==> config.mk <==
export PLATFORM = sky130hd
export DESIGN_NAME = dxt_texture_block_decoder_top
export DESIGN_NICKNAME = d
export VERILOG_FILES = /design/src/hdl/dxt_pkg.sv /design/src/hdl/dxt_palette.sv /design/src/hdl/dxt_pixel.sv /design/src/hdl/dxt_texture_block_decoder_top.sv
export SDC_FILE = /design/constraint.sdc
export NUM_CORES = 2
export LEC_CHECK = 0
export BUFFER_PORTS_ARGS = -buffer_cell sky130_fd_sc_hd__buf_4
export CORE_MARGIN = 8
export CORE_UTILIZATION = 25
export CTS_CLUSTER_SIZE = 30
export DETAILED_ROUTE_END_ITERATION = 10
export PLACE_DENSITY = 0.36
export SETUP_SLACK_MARGIN = 0.2
export SLEW_MARGIN = 20
export SYNTH_ARGS = -nofsm -noshare
export SYNTH_HDL_FRONTEND = slang
export SYNTH_SLANG_ARGS = --single-unit
==> constraint.sdc <==
create_clock -name clk -period 11.9 [get_ports clk]
set_input_delay 2.38 -clock clk [delete_from_list [all_inputs] [get_ports clk]]
set_output_delay 2.38 -clock clk [all_outputs]
set_load 0.01 [all_outputs]
==> src/hdl/dxt_pkg.sv <==
// Shared types, mode codes and fixed-point helpers for the DXT block decoder.
`timescale 1ns / 1ps

package dxt_pkg;

  localparam logic [1:0] MODE_DXT1 = 2'd0;
  localparam logic [1:0] MODE_DXT3 = 2'd1;
  localparam logic [1:0] MODE_DXT5 = 2'd2;

  localparam int unsigned PIXELS = 16;
  localparam int unsigned PIX_W  = $clog2(PIXELS);

  typedef struct packed {
    logic [15:0] color_end0;
    logic [15:0] color_end1;
    logic [31:0] color_indices;
    logic [63:0] alpha_bits;
  } blk_t;

  typedef struct packed {
    logic [7:0]       red;
    logic [7:0]       green;
    logic [7:0]       blue;
    logic [7:0]       alpha_out;
    logic [PIX_W-1:0] pixel_index;
    logic             last;
  } pix_t;

  // Per-block decode context: colour palette (channel 2 red, 1 green, 0 blue),
  // colour-palette alpha, alpha palette, and the raw index words.
  typedef struct packed {
    logic [1:0]            mode;
    logic [3:0][2:0][7:0]  rgb;
    logic [3:0][7:0]       calpha;
    logic [7:0][7:0]       apal;
    logic [31:0]           color_indices;
    logic [63:0]           alpha_bits;
  } pal_t;

  function automatic logic [2:0][7:0] expand565(input logic [15:0] v);
    logic [2:0][7:0] rgb;
    rgb[2] = {v[15:11], v[15:13]};
    rgb[1] = {v[10:5], v[10:9]};
    rgb[0] = {v[4:0], v[4:2]};
    return rgb;
  endfunction

  // x / 3 for x <= 765 by reciprocal multiply.
  function automatic logic [7:0] div3(input logic [9:0] x);
    logic [20:0] p;
    p = 21'(x) * 21'd683;
    return p[18:11];
  endfunction

  // x / 7 for x <= 1785 by reciprocal multiply.
  function automatic logic [7:0] div7(input logic [10:0] x);
    logic [23:0] p;
    p = 24'(x) * 24'd4682;
    return p[22:15];
  endfunction

  // x / 5 for x <= 1275 by reciprocal multiply.
  function automatic logic [7:0] div5(input logic [10:0] x);
    logic [23:0] p;
    p = 24'(x) * 24'd6554;
    return p[22:15];
  endfunction

endpackage

==> src/hdl/dxt_palette.sv <==
// Builds the colour and alpha palettes of one compressed block.
`timescale 1ns / 1ps

module dxt_palette (
  input  dxt_pkg::blk_t  blk,
  input  logic [1:0]     mode,
  output dxt_pkg::pal_t  pal
);
  import dxt_pkg::*;

  logic            four;
  logic [2:0][7:0] c0;
  logic [2:0][7:0] c1;
  logic [7:0]      a0;
  logic [7:0]      a1;

  assign four = (mode == MODE_DXT3) || (mode == MODE_DXT5) ||
                (blk.color_end0 > blk.color_end1);
  assign c0   = expand565(blk.color_end0);
  assign c1   = expand565(blk.color_end1);
  assign a0   = blk.alpha_bits[7:0];
  assign a1   = blk.alpha_bits[15:8];

  always_comb begin
    pal = '0;
    pal.mode          = mode;
    pal.color_indices = blk.color_indices;
    pal.alpha_bits    = blk.alpha_bits;
    pal.rgb[0]        = c0;
    pal.rgb[1]        = c1;
    for (int ch = 0; ch < 3; ch++) begin
      if (four) begin
        pal.rgb[2][ch] = div3({1'b0, c0[ch], 1'b0} + 10'(c1[ch]));
        pal.rgb[3][ch] = div3(10'(c0[ch]) + {1'b0, c1[ch], 1'b0});
      end else begin
        pal.rgb[2][ch] = 8'((9'(c0[ch]) + 9'(c1[ch])) >> 1);
        pal.rgb[3][ch] = 8'd0;
      end
    end
    pal.calpha[0] = 8'hFF;
    pal.calpha[1] = 8'hFF;
    pal.calpha[2] = 8'hFF;
    pal.calpha[3] = four ? 8'hFF : 8'h00;

    pal.apal[0] = a0;
    pal.apal[1] = a1;
    if (a0 > a1) begin
      for (int k = 1; k <= 6; k++) begin
        pal.apal[k+1] = div7(11'(a0) * 11'(7 - k) + 11'(a1) * 11'(k));
      end
    end else begin
      for (int k = 1; k <= 4; k++) begin
        pal.apal[k+1] = div5(11'(a0) * 11'(5 - k) + 11'(a1) * 11'(k));
      end
      pal.apal[6] = 8'h00;
      pal.apal[7] = 8'hFF;
    end
  end

endmodule

==> src/hdl/dxt_pixel.sv <==
// Selects one pixel's colour and alpha out of a decoded block palette.
`timescale 1ns / 1ps

module dxt_pixel (
  input  dxt_pkg::pal_t                pal,
  input  logic [dxt_pkg::PIX_W-1:0]    pix_num,
  output dxt_pkg::pix_t                pix
);
  import dxt_pkg::*;

  logic [1:0] ci;
  logic [3:0] a4;
  logic [2:0] ai;

  assign ci = pal.color_indices[2*pix_num +: 2];
  assign a4 = pal.alpha_bits[4*pix_num +: 4];
  assign ai = pal.alpha_bits[16 + 3*pix_num +: 3];

  always_comb begin
    pix.red         = pal.rgb[ci][2];
    pix.green       = pal.rgb[ci][1];
    pix.blue        = pal.rgb[ci][0];
    pix.pixel_index = pix_num;
    pix.last        = (pix_num == PIX_W'(PIXELS - 1));
    case (pal.mode)
      MODE_DXT3: pix.alpha_out = {a4, a4};   // a4 * 255 / 15 is exactly a4 * 17
      MODE_DXT5: pix.alpha_out = pal.apal[ai];
      default:   pix.alpha_out = pal.calpha[ci];
    endcase
  end

endmodule

==> src/hdl/dxt_texture_block_decoder_top.sv <==
// Top level of the DXT1/DXT3/DXT5 texture block decoder.
`timescale 1ns / 1ps

// Channel | Direction | Handshake             | Payload
// --------+-----------+-----------------------+------------------------------
// blk     | in        | blk_valid / blk_ready | dxt_pkg::blk_t, one 4x4 block
// pix     | out       | pix_valid / pix_ready | dxt_pkg::pix_t, one pixel
// cfg     | in        | cfg_valid / cfg_ready | block_mode, 2 bits
//
// A block transaction builds both palettes in the accepting cycle and holds
// them in the block register; while pix does not stall, one pixel a cycle
// then goes to the result register, set by the one-pixel result channel.
// The next block is taken in the cycle the sixteenth pixel is issued.
// Reset (synchronous) empties both registers and sets block_mode to DXT1.
// A stall on pix holds the result register and the pixel counter.

module dxt_texture_block_decoder_top (
  input  logic                 clk,
  input  logic                 rst,
  input  logic                 blk_valid,
  output logic                 blk_ready,
  input  dxt_pkg::blk_t        blk,
  output logic                 pix_valid,
  input  logic                 pix_ready,
  output dxt_pkg::pix_t        pix,
  input  logic                 cfg_valid,
  output logic                 cfg_ready,
  input  logic [1:0]           cfg_data
);
  import dxt_pkg::*;

  logic [1:0]       block_mode;
  pal_t             pal_next;
  pal_t             hold;
  logic             hold_valid;
  logic [PIX_W-1:0] count;
  pix_t             pix_next;
  logic             advance;
  logic             final_pix;
  logic             blk_take;

  // Configuration is always accepted.
  assign cfg_ready = 1'b1;

  dxt_palette u_palette (
    .blk  (blk),
    .mode (block_mode),
    .pal  (pal_next)
  );

  dxt_pixel u_pixel (
    .pal     (hold),
    .pix_num (count),
    .pix     (pix_next)
  );

  // Issue a pixel whenever a block is held and the result register is free
  // or being drained this cycle.
  assign advance   = hold_valid && (!pix_valid || pix_ready);
  assign final_pix = (count == PIX_W'(PIXELS - 1));
  assign blk_ready = !hold_valid || (advance && final_pix);
  assign blk_take  = blk_valid && blk_ready;

  always_ff @(posedge clk) begin
    if (rst) begin
      block_mode <= MODE_DXT1;
    end else if (cfg_valid && cfg_ready) begin
      block_mode <= cfg_data;
    end
  end

  // Block register and pixel counter.
  always_ff @(posedge clk) begin
    if (rst) begin
      hold_valid <= 1'b0;
      count      <= '0;
    end else begin
      if (blk_take) begin
        hold_valid <= 1'b1;
        count      <= '0;
      end else if (advance) begin
        count <= count + 1'b1;
        if (final_pix) begin
          hold_valid <= 1'b0;
        end
      end
    end
  end

  always_ff @(posedge clk) begin
    if (blk_take) begin
      hold <= pal_next;
    end
  end

  // Result register: load on advance, drop once taken.
  always_ff @(posedge clk) begin
    if (rst) begin
      pix_valid <= 1'b0;
    end else if (advance) begin
      pix_valid <= 1'b1;
    end else if (pix_ready) begin
      pix_valid <= 1'b0;
    end
  end

  always_ff @(posedge clk) begin
    if (advance) begin
      pix <= pix_next;
    end
  end

endmodule
# Word-level counts from Yosys, hierarchy flattened

Cells that the tools add are included.

Register bits: 311
Word-level logic and storage cells: 121

$add $sub $neg: 21
Multiply operators: 23
$lt $le $gt $ge: 4
Equality and inequality tests: 5
Shift operators: 3
Muxes and demuxes: 17
Reductions and logical operators: 14

Operator list:

| operator               | count |
|---|---|
| $mul 11x12->22 const B | 10 |
| $mul 10x10->19 const B | 6 |
| $shiftx 64x33->3       | 1 |
| $shiftx 64x7->4        | 1 |
| $bmux 24 s2            | 1 |
| $mux 8                 | 6 |
| $mul 8x2->10 const B   | 4 |
| $mux 32                | 1 |
| $shiftx 32x6->2        | 1 |
| $add 8x9->10           | 3 |
| $add 9x8->10           | 3 |
| $add 8x8->9            | 3 |
| $bmux 8 s3             | 1 |
| $mux 24                | 1 |
| $add 10x10->11         | 2 |
| $mul 8x3->11 const B   | 2 |
| $bmux 8 s2             | 1 |
| $gt 16x16->1           | 1 |
| $pmux 8 s2             | 1 |
| $add 10x8->11          | 1 |
| $add 10x9->11          | 1 |
| $add 11x8->11          | 1 |
| $add 11x9->11          | 1 |
| $add 8x10->11          | 1 |
| other kinds (19)       | 33 |

# Logic depth before layout (Yosys ltp)

Depth after elaboration: 8
Gate-level depth with buffers: 33
Depth with buffers taken out: 33

# By module

A second synthesis with hierarchy kept.

Cell total of the unflattened synthesis: 4452
Area total of the unflattened synthesis: 47501.8 um^2

By module, submodules not included:

| module                        | times used | cells each | area each (um^2) |
|---|---|---|---|
| dxt_palette                   | 1          | 3712       | 34150.3 |
| dxt_texture_block_decoder_top | 1          | 368        | 10197.3 |
| dxt_pixel                     | 1          | 372        | 3154.3 |

# Least setup slack after synthesis

Ideal clock, no wire load.

Path type: input -> register
Start: in blk[8] (netlist name)
End: reg hold[135] (netlist name), data pin
Library setup time: 273 ps
Data arrival time: 9226 ps
Required time: 11627 ps
Slack: 2401 ps
Cell stages on the path: 28
Path through: ha_1 > inv_1 > fa_1 > nor2b_1 > o21ai_1 > a2111oi_0 > a211oi_1 > ha_1 > or3_1 > o221ai_1 > xnor2_1 > ha_1 > fa_1 > inv_1 > fa_1 > fa_1 > fa_1 > inv_1 > ha_1 > o211ai_1 > a21oi_1 > a221oi_1 > o21ai_0 > o41ai_1 > o21ai_0 > a31oi_1 > xor2_1 > mux2i_1

RTL lines:

| element              | RTL line                            | RTL |
|---|---|---|
| from (decl)          | dxt_texture_block_decoder_top.sv:22 | `input dxt_pkg::blk_t blk,` |
| to (signal assigned) | dxt_texture_block_decoder_top.sv:92 | `hold <= pal_next;` |
| to (decl)            | dxt_texture_block_decoder_top.sv:34 | `pal_t hold;` |

==> results by group <==
Global routing
  – Remaining global-route overflow: 0
  – Largest net degree at the start of global routing: 74
  – GRT Overall Usage: 12.8%
  – Global-route wire length before repair: 187 mm
  – Initial antenna violation count: 8
  – Vias in the first global route: 31239

Timing
  – Setup repair after global routing missed its margin: no
  – Final count of negative-setup-slack endpoints: 0
  – Max-slew headroom: 32.6%
  – Hold WS: 499 ps
  – Setup_tns: 0 ps
  – Slew @ Worst Pin: between 1000 and 1500 ps
  – Slew Limit Fails: 0
  – Clock Skew: 36.5 ps
  – Fin crit share: 85.9%
  – Min Tclk post-route: 10220 ps
  – Max Fclk: a little under 100 MHz
  – Final hold violation count: 0

Placed design
  – Placed cell area: 0.0476 sq mm
  – Placed wire-length estimate: approximately 100 mm
  – RD Place Congestion: about 0.78
  – IO Port Bufs: 173
  – Placed cells: 6535

Layout
  – Share of layout cells above drive strength 1: 8.23%
  – Fin area: 0.0488 sq mm
  – Final layout net count: 5902
  – Final non-filler cell total: between 6000 and 7000
  – Layout area overhead: 12.7%

Logic synthesis
  – Ys flop type: edfxtp_1
  – Fraction of registers with async set/reset: 0%
  – Largest family of logic cells by synthesized area: adder cells
  – Synthesized-area fraction occupied by adder cells: 50.2%
  – Register area share after synthesis: between 10% and 20%
  – Most frequent cells after synthesis: ha_1, inv_1, fa_1
  – Synthesized area: 0.0434 sq mm
  – Syn avg cell area: 10.7 sq um
  – Xor/xnor share of the synthesized area: around 5.6%
  – Post-synthesis compound-gate area fraction: approximately 9%
  – Largest cells by area after synthesis: ha_1, edfxtp_1, fa_1
  – Synth Register Bits: around 270
  – Synth Instances: between 4000 and 5000
  – Simple-gate area share of the yosys netlist: 5.70%
  – Yosys warns: 0
  – Syn Nets: 5705
  – Top cell type's share of synthesized area: about a third
  – Post-synthesis mux area share: 4.26%
  – Area leader, netlist: ha_1
  – Number of flops mapped to enable cells by yosys: 264
  – Top-count cell post-synth: ha_1
  – Cell variety after synth: 74

Job
  – Max Cap Viol: 0

Drt
  – 1st-pass router iterations: 5
  – DRC: 0
  – Post-Route WL: 121 mm
  – DRT iter0 DRCs: around 1100
  – Vias: 29014
  – WL per Instance: 18.3 um
  – Final antenna-violating net count: 0
  – Via/cell ratio: 4.39

Worst setup path
  – Crit path max fanout: 15
  – Worst path max stage delay: 560 ps
  – Worst Setup End Kind: flop
  – Worst EP arrival: 10510 ps
  – CP delay by family, top: adder cells
  – Worst path bufs/invs: 5
  – Crit Path Category: in -> reg
  – Startpoint Class: primary input
  – Required time of the critical path: 12190 ps
  – Most frequent CP cell: fa_1
  – Critical path's slowest cell: fa_1

CTS
  – CTS Buf Count: 38
  – Setup Fix Bufs, Post-CTS: 0
  – TritonCTS clock tree: done
  – Clk sink count: 272
  – H-tree Lvls: 2
  – Clk slew on worst S/H paths: roughly 60 ps
  – CTS Buffer Depth: 3
  – PostCTS Resize Cnt: 0
  – Root Buffer: clkbuf_16
  – Latest clock arrival within the worst-skew pair: 560 ps
  – CTS Hold Bufs: 0

Floorplanning
  – Number of cell rows: 153
  – Io pins: 175
  – Die W: 432 um
  – Full die area: approximately 0.19 sq mm
  – Core Region: 0.173 sq mm
  – Chip Height: roughly 430 um
  – Starting Density: 25.1%

Outcome
  – Outcome: finished clean

Hold path
  – HP Class: reg -> reg
final cells by class:
type                    instances  area (sq um)
repair buffers                203          1520
multi-input cells            3030         32400
clock inverters                25           287
fillers                     18297        124000
clock buffers                  41           962
flip-flops and latches        272          8090
diodes                          1          2.50
inverters                     705          2650
well taps                    2325          2910
cells in the final DEF (no fill, tap or decap), types with 60 or more instances in the layout:
cell,n
ha_1,1146
inv_1,703
fa_1,371
edfxtp_1,264
a21oi_1,210
buf_4,203
xnor2_1,188
nor2_1,178
o21ai_0,103
nand2_1,87
xor2_1,84
a21o_1,60
path summary, 6_finish.rpt:
kind / start / to / slack (ps) / cells after the start
setup reg to reg: count[2]$_SDFFE_PP0P_ / hold[142]$_DFFE_PP_ / 7760 / 5
hold / removal: block_mode[0]$_SDFFE_PP0P_ / hold[288]$_DFFE_PP_ / 500 / 0
hold reg to reg: block_mode[0]$_SDFFE_PP0P_ / hold[288]$_DFFE_PP_ / 500 / 0
setup / recovery: blk[9] / hold[135]$_DFFE_PP_ / 1680 / 29
registers in the layout (all words and copies together) (netlist names):
signal	flops
block_mode	2
count	4
hold	227
hold_valid	1
pix	37
pix_valid	1
cell families (layout without fill, tap and decap cells):
kind of cell	after synthesis	in the layout
flip-flops	272	272
buffers and inverters	751	974
other	1	2
AND/OR/NAND/NOR	513	513
XOR/XNOR	274	274
multiplexers	118	118
AO/OA/AOI/OAI	607	607
adder cells (fa/ha/maj)	1517	1517
per-layer routing:
metal | track usage [%] | vias to the layer above | part of all wire [%]
li1 | - | 14522 | -
met1 | 17.8 | 14115 | 49
met2 | 22.2 | 287 | 47
met3 | 1.08 | 84 | 2.3
met4 | 1.75 | 6 | 1.4
met5 | 0 | - | 0.028
stage by stage:
| stage | util [%] | worst slack, ps |
|---|---|---|
| floorplan | - | 2400 |
| global placement | 27.5 | 1120 |
| detailed placement | 27.5 | 1010 |
| CTS | 28.2 | 1650 |
| global route | 28.2 | 1010 |
| finish | 28.2 | 1680 |
Power is not shown: default switching activity piles up to over one toggle a cycle in this logic, so the estimate is an artifact.
